`src/palette_nearest_color_search_macros.svh`:
```
// ----------------------------------------------------------------------------
// Palette nearest colour search: assertion macros
// Shared concurrent assertion macros; they compile away under SYNTHESIS.
// ----------------------------------------------------------------------------
`ifndef PALETTE_NEAREST_COLOR_SEARCH_MACROS_SVH
`define PALETTE_NEAREST_COLOR_SEARCH_MACROS_SVH

`ifndef SYNTHESIS

// Same-cycle implication, disabled while reset is asserted.
`define PNCS_ASSERT_NOW(label, clk, rst_n, ante, cons) \
  label: assert property (@(posedge clk) disable iff (!rst_n) (ante) |-> (cons)) \
    else $error("assertion failed");

// Next-cycle implication, disabled while reset is asserted.
`define PNCS_ASSERT_NEXT(label, clk, rst_n, ante, cons) \
  label: assert property (@(posedge clk) disable iff (!rst_n) (ante) |=> (cons)) \
    else $error("assertion failed");

`else

`define PNCS_ASSERT_NOW(label, clk, rst_n, ante, cons)
`define PNCS_ASSERT_NEXT(label, clk, rst_n, ante, cons)

`endif

`endif

```
`src/pncs_pkg.sv`:
```
// ----------------------------------------------------------------------------
// Palette nearest colour search package
// Shared widths, operation codes and the colour type.
// ----------------------------------------------------------------------------
`default_nettype none

package pncs_pkg;

  localparam int COMP_W              = 6;
  localparam int SQ_W                = 2 * COMP_W;
  localparam int DIST_W              = 14;
  localparam int INDEX_W             = 8;
  localparam int PALETTE_ENTRIES_DEF = 256;

  localparam logic [DIST_W-1:0] LIMIT_RESET = DIST_W'(64 * 64);

  localparam logic OP_WRITE = 1'b0;
  localparam logic OP_QUERY = 1'b1;

  typedef logic [COMP_W-1:0] comp_t;

  typedef struct packed {
    comp_t red;
    comp_t green;
    comp_t blue;
  } colour_t;

endpackage

`default_nettype wire

```
`src/pncs_palette_ram.sv`:
```
// ----------------------------------------------------------------------------
// Palette store
// Single write port, single registered read port colour memory.
// ----------------------------------------------------------------------------
`default_nettype none

module pncs_palette_ram #(
  parameter int PALETTE_ENTRIES = pncs_pkg::PALETTE_ENTRIES_DEF,
  localparam int AW = (PALETTE_ENTRIES > 1) ? $clog2(PALETTE_ENTRIES) : 1
) (
  input  wire logic             clk,
  input  wire logic             wr_en,
  input  wire logic [AW-1:0]    wr_addr,
  input  wire pncs_pkg::colour_t wr_data,
  input  wire logic             rd_en,
  input  wire logic [AW-1:0]    rd_addr,
  output pncs_pkg::colour_t     rd_data
);

  pncs_pkg::colour_t mem [PALETTE_ENTRIES];
  pncs_pkg::colour_t rd_data_r;

  always_ff @(posedge clk) begin
    if (wr_en) begin
      mem[wr_addr] <= wr_data;
    end
  end

  always_ff @(posedge clk) begin
    if (rd_en) begin
      rd_data_r <= mem[rd_addr];
    end
  end

  assign rd_data = rd_data_r;

endmodule

`default_nettype wire

```
`config.mk`:
```
export PLATFORM = sky130hd
export DESIGN_NAME = pncs_palette_ram
export DESIGN_NICKNAME = d
export VERILOG_FILES = /design/src/palette_nearest_color_search_macros.svh /design/src/pncs_pkg.sv /design/src/pncs_palette_ram.sv
export SDC_FILE = /design/constraint.sdc
export NUM_CORES = 2
export LEC_CHECK = 0
export BUFFER_PORTS_ARGS = -buffer_cell sky130_fd_sc_hd__buf_4
export CAP_MARGIN = 30
export CORE_MARGIN = 4
export CORE_UTILIZATION = 35
export CTS_CLUSTER_DIAMETER = 80
export DETAILED_ROUTE_END_ITERATION = 16
export SYNTH_ARGS = -nofsm -noshare
export SYNTH_HDL_FRONTEND = slang
export SYNTH_MEMORY_MAX_BITS = 65536
export SYNTH_SLANG_ARGS = --single-unit
```
`constraint.sdc`:
```
create_clock -name clk -period 3.7 [get_ports clk]
set_clock_uncertainty 0.15 [all_clocks]
set_input_delay 0.37 -clock clk [delete_from_list [all_inputs] [get_ports clk]]
set_output_delay 0.37 -clock clk [all_outputs]
set_load 0.05 [all_outputs]
```
-- Word level (Yosys, flattened, before mapping)
Memory sizes are Yosys's and may differ from the RTL's. A register that Yosys moved wholly into a read port is not among the register bits.
Index checks and enable logic that the tools add are counted.
- flip-flop bits (word level): 0
- RAM bits: 4608
- input bits: 37
- word-level logic and storage cells: 3
- memories kept: 1
- mux-type cells: 2
- memory list (name ; depth ; width ; read ports ; clocked after Yosys merged registers in ; wr ports ; line ; source):
    mem ; 256 ; 18 ; 1 ; 1 ; 1 ; pncs_palette_ram.sv:20 ; pncs_pkg::colour_t mem [PALETTE_ENTRIES];
- operators with widths (cell ; count):
    2-to-1 mux 1 bit ; 2

-- Logic depth before layout (Yosys ltp)
- depth after elaboration: 2
- gate-level depth with buffers: 12
- gate-level depth less buffers: 7

-- Least setup slack after synthesis
OpenSTA, ideal clock, no wires.
- kind: input to register
- from: in wr_addr[3]
- to: mem mem[235][0] (netlist bit), enable pin
- data arrival time: 2.229 ns
- required time: 3.157 ns
- path slack: 0.928 ns
- cell stages on the path: 6
- path through: clkbuf_1 -> nor2b_1 -> clkbuf_1 -> nand4_1 -> clkbuf_1 -> nor2_1
- RTL lines (item ; line ; source):
    start, declared ; pncs_palette_ram.sv:13 ; input wire logic [AW-1:0] wr_addr,
    end, declared ; pncs_palette_ram.sv:20 ;
No word-level cell before the write port.

==> qor.txt <==
status: finished clean
grt ovf: 0
Inserted Clock Buffers: 447
final WL: 492,100 um
worst-path maximum fanout: 20
IO Port Bufs: 54
GPL Wtd Cong: 0.9149
layout net count: 9,170
Power Internal: 85.59 mW
ys async rst share: 0%
vias after detailed routing: 90,530
Leak: 65.95 nW
CTS tree: yes
post-synthesis cell type count: 40
length in cells of the worst reg-to-reg path: 6
power share of the combinational group: 5.5%
vias in the first global route: 89,520
initial DRC count: 12,350
Rel. slew slack: 0.3566%
Worst-Skew Late Latency: 1.05 ns
MaxCap Viol Count: 0
Worst EP arrival: 4.02 ns
initial cell density of the core: 35.22%
drt pass-1 iters: 6
maximum VDD drop: 435.1 uV
Slew @ Worst Pin: 1.495 ns
RSZ-0062 raised after global routing: false
post-route minimum period: 3.323 ns
ANT nets after route: 0
fillers: 43,570
DRC viols: 0
Ports: 55
wire per inst: 30.32 um
clock share of power: 41.6%
chip width: 721.9 um
fin cells: 16,230
root buffer cell: clkbuf_16
WP data required: 4.39 ns
Synthesized Nets: 8,318
clock transition at the registers of the reported paths: 0.06 ns
placed instance area: 0.1927 mm^2
crit end category: flip-flop
flops & latches, synth: 4,626
die area: 0.5212 mm^2
post_cts resized: 0
Total Power: 109.4 mW
Max Clk Rate: 300.9 MHz
Post-synth EDFFs: 4,626
Post-Syn Area: 0.1784 mm^2
Final setup viols: 0
Fin. Hold Viols: 0
Mapped Avg Cell Area: 21.54 um^2
placed cells: 15,360
Syn. warnings: 0
drt via density: 5.579
Tcrit/Tclk final: 89.82%
startpoint types: input port
first-pass GRT wire length: 689,400 um
leading cell types in the layout, fill and taps excluded: edfxtp_1, mux4_2, mux2i_1, buf_4, clkbuf_16
FP Rows: 261
initial antenna violation count: 29
layout cells sized above 1: 27.38%
area of the core: 0.5065 mm^2
Area growth, synth to finish: 16.39%
pin count of the biggest net entering global routing: 141
H-tree lvl count: 5
Main synth FF type: edfxtp_1
hpwl dp: 300,300 um
Longest Clk Path Bufs: 4
Switching Fraction: 21.79%
Slew Viols, Final: 0
post-synthesis sequential area ratio: 77.87%
final instance area: 0.2077 mm^2
Cells after Synth: 8,281
commonest non-fill, non-tap cell in the layout: edfxtp_1
Die Y: 721.9 um
P_sw: 23.85 mW
clk sinks: 4,626
hold crit path type: input port to flip-flop
Hold Path Depth: 5
setup TNS: 0 ns
Flop pwr share: 52.9%
Power per Cell Area: 527.1 mW/mm^2
GRT Total Usage: 18.39%
CP Class: input port to flip-flop
[kinds of logic after synthesis]
group	synth area share, %
AOI/OAI and AO/OA	3.403
buffers and inverters	1.725
muxes	15.35
and+or+nand+nor	1.657
DFF	77.87
[final timing paths]
| kind | startpoint | endpoint | slack, ns |
|---|---|---|---|
| worst max-delay path | rd_addr[0] | rd_data[10] | 0.38 |
| worst min register to register | mem[252][6] | rd_data[6] | 0.93 |
| worst min-delay path | rd_addr[2] | rd_data[15] | 0.22 |
| worst max register to register | mem[183][7] | rd_data[7] | 0.55 |
[Yosys cell counts, types with 2 or more instances]
library cell  number  area (um^2)
edfxtp_1        4626       138900
mux4_2           864        19460
mux2i_1          792         7928
o221ai_1         317         2776
nor2_1           290         1089
o22ai_1          238         1489
clkbuf_1         228        855.8
a21oi_1          190        950.9
nor3_1           159        795.8
buf_2             92        460.4
buf_6             84        945.9
nand2_1           81        304.0
a22oi_1           51        382.9
buf_1             35        131.4
buf_4             33        247.7
nand4_1           27        168.9
nand3_1           23        115.1
a31oi_1           20        125.1
a22o_1            19        166.4
nor4_2            19        237.7
nor4_1            15        93.84
buf_12            12        240.2
buf_8             12        180.2
o21ai_0           12        60.06
o211ai_1          10        75.07
nor2b_1            8        50.05
or2_2              4        25.02
nand2b_1           3        18.77
inv_2              2        7.510
nand3b_1           2        15.01
o21ai_1            2        10.01
o32a_1             2        20.02
or3_1              2        12.51
[what timing repair did]
item,CTS,global route
hold buffers,30,0
buffers inserted,0,0
setup endpoints to repair,0,0
hold endpoints to repair,2066,0
[through the flow]
step,hold slack (ns),setup slack [ns],utilization [%]
2_1_floorplan,0.3189,0.9282,-
3_3_place_gp,0.7224,-0.4999,38.03
3_5_place_dp,0.7213,-0.5361,38.04
4_1_cts,0.1026,0.5946,40.99
5_1_grt,0.1943,0.4959,40.99
6_report,0.2150,0.3767,41.00
[state kept, by name, indices dropped and copies added, names as in the netlist]
signal / cells
mem: 4608
rd_data: 18
[power by group through the flow]
stage	clock network [mW]	registers, mW	logic (mW)
floorplan	0	59.0	2.88
global placement	0	59.0	5.83
detailed placement	0	59.0	5.95
CTS	46.2	57.9	6.00
global route	48.5	57.9	6.25
finish	45.5	57.9	6.00
[routing by layer]
layer	GRT usage, %	part of all wire [%]	routed length, um
met2	29.06	47	230100
met5	0	0.017	82
met3	3.704	9.7	47670
met1	25.74	40	197900
met4	5.582	3.3	16340
[worst max-delay path: stages]
cell and delay [ns]:
buf_16 0.24, buf_12 0.30, buf_12 0.27, buf_4 0.30, mux2i_1 0.11, o221ai_1 0.26
a21oi_1 0.23, a31oi_1 0.71, nand4_1 0.65, nor4_2 0.43
[cell type report]
| type | instances | area, um^2 | share of cell area (%) |
|---|---|---|---|
| sequential | 4626 | 138900 | 66.90 |
| multi-input combinational | 3155 | 36960 | 17.80 |
| clock buffer | 529 | 11560 | 5.566 |
| timing repair buffer | 899 | 8681 | 4.181 |
| tap | 6706 | 8391 | 4.041 |
| clock inverter | 295 | 3087 | 1.486 |
| antenna | 13 | 32.53 | 0.01567 |
| inverter | 4 | 27.53 | 0.01326 |
Power figures use the tool's default switching activity.
