==> src/palette_nearest_color_search_macros.svh <==
// ----------------------------------------------------------------------------
// Palette nearest colour search: assertion macros
// Shared concurrent assertion macros; they compile away under SYNTHESIS.
// ----------------------------------------------------------------------------
`ifndef PALETTE_NEAREST_COLOR_SEARCH_MACROS_SVH
`define PALETTE_NEAREST_COLOR_SEARCH_MACROS_SVH

`ifndef SYNTHESIS

// Same-cycle implication, disabled while reset is asserted.
`define PNCS_ASSERT_NOW(label, clk, rst_n, ante, cons) \
  label: assert property (@(posedge clk) disable iff (!rst_n) (ante) |-> (cons)) \
    else $error("assertion failed");

// Next-cycle implication, disabled while reset is asserted.
`define PNCS_ASSERT_NEXT(label, clk, rst_n, ante, cons) \
  label: assert property (@(posedge clk) disable iff (!rst_n) (ante) |=> (cons)) \
    else $error("assertion failed");

`else

`define PNCS_ASSERT_NOW(label, clk, rst_n, ante, cons)
`define PNCS_ASSERT_NEXT(label, clk, rst_n, ante, cons)

`endif

`endif

==> src/pncs_pkg.sv <==
// ----------------------------------------------------------------------------
// Palette nearest colour search package
// Shared widths, operation codes and the colour type.
// ----------------------------------------------------------------------------
`default_nettype none

package pncs_pkg;

  localparam int COMP_W              = 6;
  localparam int SQ_W                = 2 * COMP_W;
  localparam int DIST_W              = 14;
  localparam int INDEX_W             = 8;
  localparam int PALETTE_ENTRIES_DEF = 256;

  localparam logic [DIST_W-1:0] LIMIT_RESET = DIST_W'(64 * 64);

  localparam logic OP_WRITE = 1'b0;
  localparam logic OP_QUERY = 1'b1;

  typedef logic [COMP_W-1:0] comp_t;

  typedef struct packed {
    comp_t red;
    comp_t green;
    comp_t blue;
  } colour_t;

endpackage

`default_nettype wire

==> src/pncs_dist_unit.sv <==
// ----------------------------------------------------------------------------
// Distance unit
// Squared Euclidean distance between one palette entry and the query colour.
// ----------------------------------------------------------------------------
`default_nettype none

module pncs_dist_unit (
  input  wire logic              clk,
  input  wire logic              en,
  input  wire pncs_pkg::colour_t entry,
  input  wire pncs_pkg::colour_t query,
  output logic [pncs_pkg::DIST_W-1:0] distance
);

  logic [pncs_pkg::SQ_W-1:0] sq_red_r, sq_green_r, sq_blue_r;

  function automatic logic [pncs_pkg::SQ_W-1:0] sq_diff(
    input pncs_pkg::comp_t a,
    input pncs_pkg::comp_t b
  );
    pncs_pkg::comp_t d;
    d = (a >= b) ? (a - b) : (b - a);
    return pncs_pkg::SQ_W'(d) * pncs_pkg::SQ_W'(d);
  endfunction

  // The three squares are registered; the sum follows in the compare cycle.
  always_ff @(posedge clk) begin
    if (en) begin
      sq_red_r   <= sq_diff(entry.red,   query.red);
      sq_green_r <= sq_diff(entry.green, query.green);
      sq_blue_r  <= sq_diff(entry.blue,  query.blue);
    end
  end

  // At most 3 * 63 * 63 = 11907, so the sum never overflows.
  assign distance = pncs_pkg::DIST_W'(sq_red_r) + pncs_pkg::DIST_W'(sq_green_r)
                  + pncs_pkg::DIST_W'(sq_blue_r);

endmodule

`default_nettype wire

==> config.mk <==
export PLATFORM = sky130hd
export DESIGN_NAME = pncs_dist_unit
export DESIGN_NICKNAME = d
export VERILOG_FILES = /design/src/palette_nearest_color_search_macros.svh /design/src/pncs_pkg.sv /design/src/pncs_dist_unit.sv
export SDC_FILE = /design/constraint.sdc
export NUM_CORES = 1
export LEC_CHECK = 0
export BUFFER_PORTS_ARGS = -buffer_cell sky130_fd_sc_hd__buf_2
export CORE_MARGIN = 8
export CORE_UTILIZATION = 25
export CTS_BUF_LIST = sky130_fd_sc_hd__clkbuf_8
export DETAILED_ROUTE_END_ITERATION = 8
export SYNTH_ARGS = -nofsm -noshare
export SYNTH_HDL_FRONTEND = slang
export SYNTH_SLANG_ARGS = --single-unit
export TNS_END_PERCENT = 50
==> constraint.sdc <==
create_clock -name clk -period 7.7 [get_ports clk]
set_clock_uncertainty 0.05 [all_clocks]
set_input_delay 1.155 -clock clk [delete_from_list [all_inputs] [get_ports clk]]
set_output_delay 1.155 -clock clk [all_outputs]
set_load 0.005 [all_outputs]
== Yosys cells after proc, flatten, opt, wreduce, memory -nomap -nowiden ==
Index checks and enable logic that the tools add are counted.

* Bits in registers: 36
* Logic and storage cells: 20

* Add/sub/neg operators: 8
* $mul: 3
* Order comparisons: 3
* Mux-type cells: 3

{| class="wikitable"
|+ Operators by type and width
! operator !! number
|-
| 6-bit by 6-bit multiplier with 12-bit output || 3
|-
| 6-bit subtractor || 6
|-
| 6-bit greater-or-equal comparator || 3
|-
| 6-bit two-way mux || 3
|-
| 13-bit by 12-bit adder with 14-bit output || 1
|-
| 12-bit by 12-bit adder with 13-bit output || 1
|}

== Longest topological paths before layout ==
Gate-level depths: netlist of run 1.

* Word-level depth: 3
* Depth in mapped cells: 25

== Least setup slack after synthesis of run 1 ==
No wires, ideal clock.

* Path type: input -> register
* From: input port entry[12] in the netlist's numbering
* To: register sq_red_r[10] in the netlist's numbering, data pin
* Library setup time: 0.162 ns
* Arrival: 6.402 ns
* Data required time: 7.488 ns
* Slack: 1.086 ns
* Stages on the path: 22
* Buffers on the path: 0
* Cells stage by stage: inv_1 -> ha_1 -> inv_1 -> fa_1 -> a211oi_1 -> o21ai_0 -> nand2_1 -> mux2i_1 -> xnor2_1 -> nor2_1 -> fa_1 -> inv_1 -> fa_1 -> fa_1 -> inv_1 -> ha_1 -> and3b_1 -> o21a_1 -> o21ai_0 -> a21boi_0 -> or4b_2 -> o2111ai_1

* Word-level cells in the longest chain between the ends: 3
* Elaborated cells on any way between the ends: 5
* Those cells by class: 2 x add/sub; 1 x mul; 1 x order compare; 1 x mux

{| class="wikitable"
|+ RTL lines
! what !! line !! text
|-
| from (decl) || pncs_dist_unit.sv:10 || <nowiki>input wire pncs_pkg::colour_t entry,</nowiki>
|-
| 6-bit subtractor or 6-bit greater-or-equal comparator (tied branches) || pncs_dist_unit.sv:22 || <nowiki>d = (a >= b) ? (a - b) : (b - a);</nowiki>
|-
| 6-bit two-way mux * || pncs_dist_unit.sv:22 ||
|-
| 6-bit by 6-bit multiplier with 12-bit output * || pncs_dist_unit.sv:23 || <nowiki>return pncs_pkg::SQ_W'(d) * pncs_pkg::SQ_W'(d);</nowiki>
|-
| to (signal assigned) || pncs_dist_unit.sv:29 || <nowiki>sq_red_r <= sq_diff(entry.red, query.red);</nowiki>
|-
| to (decl) || pncs_dist_unit.sv:15 || <nowiki>logic [pncs_pkg::SQ_W-1:0] sq_red_r, sq_green_r, sq_blue_r;</nowiki>
|}

Every way passes the cells marked *; elsewhere a longest branch is shown, timed or not.
A chain may end at the register's enable or synchronous reset.

== Worst setup path after layout of run 1 ==
Same ends and word-level chain as after synthesis.

==> flow_metrics.tcl, run 1 <==
set metrics [dict create \
    cpMaxStageDelayCell "or4b_2" \
    grt_use_met1_pct 10.1 \
    num_vias 4015 \
    tns_ns 0 \
    initial_core_util_pct 25.3 \
    synth-async-reset-ratio_pct 0 \
    crit_family "adder cells" \
    drv_slew 0 \
    ctsLongestPathBuffers 2 \
    cp-end-kind "flip-flop" \
    grtUsageTotal_pct 7.53 \
    path_buf_inv 5 \
    postSynthAreaPerCell_um2 8.96 \
    hold-worst-slack_ns 1.44 \
    cts_tree "built" \
    grt_max_degree 34 \
    pre_cts_slack_ns 0.532 \
    core_um2 20800 \
    cpPeakStageDelay_ns 0.62 \
    synth-compound-area-share_pct 12.3 \
    post-cts-setup-buffers 0 \
    grt_pass1_vias 3894 \
    synth_xor_area_share_pct 5.66 \
    yosys.area_share.simple_pct 15.7 \
    finalCriticalPeriod_ns 6.90 \
    syn_area_um2 5260 \
    antenna_found_initial 0 \
    fmax_mhz 145 \
    synth.area.top_cells "ha_1 20%, edfxtp_1 19%, fa_1 16%" \
    cts.sinks 33 \
    cts_root_buffer "clkbuf_8" \
    rsz0062_at_grt "false" \
    portBuffers 51 \
    synth.yosys.seq_area_share_pct 18.8 \
    synth-adder-area-share_pct 35.7 \
    met3_usage_pct 1.17 \
    gp_congestion 0.807 \
    setup.worst_path.end "sq_red_r[10]$_DFFE_PP_" \
    cp_max_fo 5 \
    antenna_cells 0 \
    yosys-top-cells-count "111 x inv_1, 83 x ha_1, 69 x nor2_1, 42 x fa_1, 33 x edfxtp_1" \
    post-synth-top-count-cell "inv_1" \
    ctsResizeCount 0 \
    ys.flop_type "edfxtp_1" \
    gr-max-usage-layer "met2" \
    start_kind "input pin" \
    synth_edf_count 33 \
    status "finished clean" \
    syn2layout_area_growth_pct 12.6 \
    cts_buffers 5 \
    syn_inst 587 \
    worst_pin_slew_ns 0.748 \
    dpl.hpwl_um 8410 \
    io_pins 52 \
    min_path_type "in2reg" \
    cap_violations 0 \
    yosysTopAreaCellShare_pct 19.7 \
    ys_warn_count 0 \
    drc 0 \
    nFillCells 2243 \
    wl_um 9710 \
    dieHeight_um 161 \
    critPathKind "in2reg" \
    post-route-util_pct 28.4 \
    grt_pass1_wl_um 16900 \
    hold_viol_final 0 \
    via_per_inst 4.37 \
    synthMuxAreaShare_pct 2.97 \
    initialDrtViolationCount 148 \
    crit_start "entry[12]" \
    hold_buffers 0 \
    die_area_um2 25900 \
    nNetsFinal 807 \
    cp.depth 23 \
    gr-usage-met2_pct 12.7 \
    cp.arrival_ns 6.98 \
    synth_top_family_by_area "adder cells" \
    fin_crit_sh_pct 89.7 \
    htree_levels 2 \
    yosysUniqueCellTypes 59 \
    setup_viol 0 \
    final.setup.worst_slack_ns 0.796 \
    drtPass1Iterations 5 \
    required_ns 7.77 \
    ant_nets 0 \
    route.detailed.wl_per_inst_um 10.6 \
    clkTransAtPathRegs_ns 0.06 \
    yosysTopAreaCell "ha_1" \
    drive_gt1_share_pct 11.5 \
    die_x_um 161 \
    slew_headroom_pct 49.5 \
    synth_seq_cells 33 \
    rows 53 \
    globalRouteOverflowTotal 0 \
    worstPathCellList "buf_2 > inv_1 > ha_1 > inv_1 > fa_1 > a211oi_1 > o21ai_0 > nand2_1 > mux2i_1 > xnor2_1 > nor2_1 > fa_1 > inv_1 > fa_1 > fa_1 > inv_1 > ha_1 > and3b_1 > o21a_1 > o21ai_0 > a21boi_0 > or4b_2 > o2111ai_1" \
]
final cells by class:
cell class / count / area (um2) / share of cell area, %
Multi-Input combinational cell: 439 / 3810 / 64.4
Timing Repair Buffer: 54 / 278 / 4.69
Inverter: 111 / 417 / 7.04
Clock inverter: 2 / 7.51 / 0.127
Tap cell: 275 / 344 / 5.81
Sequential cell: 33 / 991 / 16.7
Clock buffer: 5 / 68.8 / 1.16
how the worst min path moves through the flow:
stage / depth (start not counted) / endpoint / from / slack [ns]
2_1_floorplan: 0 / sq_blue_r[0]$_DFFE_PP_ / en / 1.22
3_3_place_gp: 3 / sq_blue_r[0]$_DFFE_PP_ / query[0] / 1.73
3_5_place_dp: 3 / sq_blue_r[0]$_DFFE_PP_ / query[0] / 1.72
4_1_cts: 3 / sq_blue_r[0]$_DFFE_PP_ / query[0] / 1.43
5_1_grt: 1 / sq_red_r[8]$_DFFE_PP_ / en / 1.47
6_report: 3 / sq_blue_r[0]$_DFFE_PP_ / query[0] / 1.44
cell usage in the layout (no fill, tap or decap), types with 6 or more instances in the layout:
cell	netlist	layout
nand2_1	27	27
nand3_1	7	7
inv_1	111	112
buf_2	1	51
nor3_1	13	13
nor2_1	69	69
o21a_1	6	6
xor2_1	11	11
edfxtp_1	33	33
a21oi_1	26	26
ha_1	83	83
o21ai_0	15	15
fa_1	42	42
a21o_1	13	13
nor2b_1	6	6
nand3b_1	6	6
mux2i_1	13	13
xnor2_1	23	23
state kept, by name, summed over array words and instances (netlist names):
signal and count:
sq_red_r 11, sq_green_r 11, sq_blue_r 11
stage by stage:
step           instance area, um2  instances
6_report                     5920        919
2_1_floorplan                5270        589
5_1_grt                      5920        919
3_3_place_gp                 5840        912
3_5_place_dp                 5840        912
4_1_cts                      5920        919
kinds of logic (layout without fill, tap and decap cells):
family                     after synthesis  after routing
and+or+nand+nor                        168            168
adders and majority gates              125            125
buffers and inverters                  117            172
AOI/OAI and AO/OA                       94             94
xor gates and xnor gates                34             34
DFF                                     33             33
muxes                                   15             15
other                                    1              3
metal layers:
layer / up-vias / wire (um)
li1: 2084 / -
met1: 1869 / 4910
met2: 57 / 4410
met3: 5 / 342
met4: 0 / 44
met5: - / 0
Power of run 1 is not shown: default switching activity piles up to over one toggle a cycle in this logic, so the estimate is an artifact.
==> run 2: changes to the inputs <==
- RECOVER_POWER: default -> 50
- SLEW_MARGIN: default -> 20
==> flow_metrics.tcl, run 2 (synthesis results as in run 1) <==
set metrics [dict create \
    cts.sinks 33 \
    ant_nets 0 \
    drv_slew 34 \
    fin_crit_sh_pct 89.7 \
    grtUsageTotal_pct 7.53 \
    multi_input_area_um2 3810 \
    num_vias 4011 \
    initial_core_util_pct 25.3 \
    cp.arrival_ns 6.97 \
    setup_viol 0 \
    nFillCells 2245 \
    final_cell_mix "112 x inv_1, 83 x ha_1, 69 x nor2_1, 46 x buf_2, 42 x fa_1" \
    grt_pass1_wl_um 16900 \
    final-seq-area_um2 991 \
    pre_cts_slack_ns 0.532 \
    die_area_um2 25900 \
    gp_congestion 0.807 \
    hold_viol_final 0 \
    tns_ns 0 \
    io_pins 52 \
    portBuffers 51 \
    antenna_cells 0 \
    globalRouteOverflowTotal 0 \
    worst_pin_slew_ns 1.74 \
    dieHeight_um 161 \
    die_x_um 161 \
    reg_top3 "sq_blue_r (11), sq_green_r (11), sq_red_r (11)" \
    post-cts-setup-buffers 0 \
    hold_buffers 0 \
    cap_violations 1 \
    cts_root_buffer "clkbuf_8" \
    grt_pass1_vias 3894 \
    cts_buffers 5 \
    via_per_inst 4.36 \
    fmax_mhz 145 \
    required_ns 7.77 \
    antenna_found_initial 0 \
    final.setup.worst_slack_ns 0.797 \
    wl_um 9710 \
    cp_max_fo 5 \
    min_path_type "in2reg" \
    grt_max_degree 34 \
    drc 0 \
    clkTransAtPathRegs_ns 0.06 \
    cp-end-kind "flip-flop" \
    initialDrtViolationCount 141 \
    drtPass1Iterations 5 \
    dpl.hpwl_um 8410 \
    rows 53 \
    status "finished with violations" \
    syn2layout_area_growth_pct 12.5 \
    layout_commonest_cell "inv_1" \
    violations "capacitance limit, slew limit" \
    nNetsFinal 807 \
    htree_levels 2 \
    finalCriticalPeriod_ns 6.90 \
    drive_gt1_share_pct 10.6 \
    route.detailed.wl_per_inst_um 10.6 \
    cts_tree "built" \
    ctsResizeCount 0 \
    core_um2 20800 \
    start_kind "input pin" \
    critPathKind "in2reg" \
    ctsLongestPathBuffers 2 \
    rsz0062_at_grt "false" \
    slew_headroom_pct -15.9 \
]
[run 2: metal layers]
metal,track usage (%),wire length (um)
met1,10.1,4930
met2,12.7,4400
met3,1.17,325
met4,1.26,44
met5,0,0
[run 2: path summary, 6_finish.rpt]
check / from / to / slack, ns / depth (start not counted)
max: entry[12] / sq_red_r[10]$_DFFE_PP_ / 0.80 / 23
min: query[0] / sq_blue_r[0]$_DFFE_PP_ / 1.44 / 3
[run 2: critical path, stage by stage]
cell and delay [ns]:
buf_2 0.10, inv_1 0.05, ha_1 0.15, inv_1 0.05
fa_1 0.40, a211oi_1 0.28, o21ai_0 0.19, nand2_1 0.26
mux2i_1 0.41, xnor2_1 0.28, nor2_1 0.12, fa_1 0.54
inv_1 0.07, fa_1 0.50, fa_1 0.54, inv_1 0.04
ha_1 0.32, and3b_1 0.21, o21a_1 0.18, o21ai_0 0.20
a21boi_0 0.18, or4b_2 0.62, o2111ai_1 0.11
[run 2: per-stage QoR]
step	hold slack (ns)	cells	instance area [um2]	util [%]
after floorplan	1.22	589	5270	-
after global placement	1.73	912	5840	28.1
after detailed placement	1.72	912	5840	28.1
after CTS	1.43	919	5920	28.4
after global routing	1.47	919	5910	28.4
final	1.44	919	5910	28.4
[run 2: final cells by class]
| cell class | count | area share (%) |
|---|---|---|
| Timing Repair Buffer | 54 | 4.59 |
| Clock inverter | 2 | 0.127 |
| Clock buffer | 5 | 1.16 |
| Tap cell | 275 | 5.82 |
| Inverter | 111 | 7.04 |
| Sequential cell | 33 | 16.8 |
| Multi-Input combinational cell | 439 | 64.5 |
Power of run 2 is left out for the same reason.
==> run 3: changes to the inputs <==
- BUFFER_PORTS_ARGS: -buffer_cell sky130_fd_sc_hd__buf_2 -> -buffer_cell sky130_fd_sc_hd__buf_4
==> flow_metrics.tcl, run 3 (synthesis results as in run 1) <==
set metrics [dict create \
    worstHoldStart "query[0]" \
    slew_headroom_pct -14.8 \
    hold_path_depth 3 \
    wl_um 9650 \
    hold_viol_final 0 \
    dpl.hpwl_um 8360 \
    cpPeakStageDelay_ns 0.62 \
    critPathKind "in2reg" \
    setup_viol 0 \
    ant_nets 0 \
    reg_top3 "sq_blue_r (11), sq_green_r (11), sq_red_r (11)" \
    initial_core_util_pct 25.3 \
    drive_gt1_share_pct 11.0 \
    rsz0062_at_grt "false" \
    htree_levels 2 \
    cp.depth 23 \
    nFillCells 2251 \
    grt_pass1_wl_um 17000 \
    rows 53 \
    cp.arrival_ns 6.92 \
    post-route-util_pct 29.0 \
    required_ns 7.77 \
    dp.cells 912 \
    tns_ns 0 \
    gp_congestion 0.835 \
    cpMaxStageDelayCell "or4b_2" \
    cts_root_buffer "clkbuf_8" \
    cts_buffers 5 \
    cap_violations 1 \
    globalRouteOverflowTotal 0 \
    final_cells 920 \
    via_per_inst 4.32 \
    grt_max_degree 34 \
    layout_commonest_cell "inv_1" \
    dpl_cell_area_um2 5970 \
    die_area_um2 25900 \
    fin_crit_sh_pct 89.0 \
    core_um2 20800 \
    num_vias 3974 \
    grt_pass1_vias 3839 \
    dieHeight_um 161 \
    antenna_found_initial 0 \
    ctsResizeCount 0 \
    crit_start "entry[12]" \
    clkTransAtPathRegs_ns 0.07 \
    status "finished with violations" \
    cts.sinks 33 \
    syn2layout_area_growth_pct 14.8 \
    drc 0 \
    setup.worst_path.end "sq_red_r[10]$_DFFE_PP_" \
    final_cell_mix "111 x inv_1, 83 x ha_1, 69 x nor2_1, 46 x buf_4, 42 x fa_1" \
    violations "capacitance limit, slew limit" \
    cp-end-kind "flip-flop" \
    crit_family "adder cells" \
    cp_max_fo 5 \
    ctsLongestPathBuffers 2 \
    fmax_mhz 146 \
    path_buf_inv 5 \
    final_area_um2 6040 \
    io_pins 52 \
    grtUsageTotal_pct 7.52 \
    portBuffers 51 \
    worstPathCellList "clkbuf_4 > inv_1 > ha_1 > inv_1 > fa_1 > a211oi_1 > o21ai_0 > nand2_1 > mux2i_1 > xnor2_1 > nor2_1 > fa_1 > inv_1 > fa_1 > fa_1 > inv_1 > ha_1 > and3b_1 > o21a_1 > o21ai_0 > a21boi_0 > or4b_2 > o2111ai_1" \
    route.detailed.wl_per_inst_um 10.5 \
    worst_pin_slew_ns 1.72 \
    die_x_um 161 \
    start_kind "input pin" \
    initialDrtViolationCount 173 \
    cts_tree "built" \
    finalCriticalPeriod_ns 6.85 \
    post-cts-setup-buffers 0 \
    nNetsFinal 807 \
    drtPass1Iterations 5 \
    hold_buffers 0 \
    antenna_cells 0 \
    drv_slew 34 \
    min_path_type "in2reg" \
]
## run 3: cell count changes in the layout (fill, tap and decap cells not counted), sizes merged
cell    previous run  this run
clkinv             1         3
clkbuf            10        13
buf               49        46
inv              112       111
## run 3: per-stage QoR
stage,worst slack [ns],hold slack (ns)
3_5_place_dp,0.543,1.58
5_1_grt,0.369,1.45
3_3_place_gp,0.657,1.58
2_1_floorplan,1.09,1.22
4_1_cts,0.843,1.28
6_report,0.849,1.41
## run 3: metal layers
metal  vias up  global-route usage (%)  part of all wire [%]
met5         -                       0                     0
met4         0                    1.60                  0.83
met3         6                    1.25                   3.5
met2        66                    12.1                    44
met1      1814                    10.4                    51
li1       2088                       -                     -
## run 3: worst min-delay path by stage
stage                                   to
global route        sq_blue_r[0]$_DFFE_PP_
detailed placement   sq_red_r[2]$_DFFE_PP_
finish              sq_blue_r[0]$_DFFE_PP_
floorplan           sq_blue_r[0]$_DFFE_PP_
CTS                  sq_red_r[8]$_DFFE_PP_
global placement     sq_red_r[2]$_DFFE_PP_
## run 3: area by class of cell
| class | count | area (um2) | area share [%] |
|---|---|---|---|
| inverter | 111 | 417 | 6.90 |
| multi-input combinational | 439 | 3810 | 63.2 |
| tap | 275 | 344 | 5.70 |
| timing repair buffer | 54 | 390 | 6.46 |
| sequential | 33 | 991 | 16.4 |
| clock inverter | 3 | 12.5 | 0.207 |
| clock buffer | 5 | 68.8 | 1.14 |
Power of run 3 is left out for the same reason.
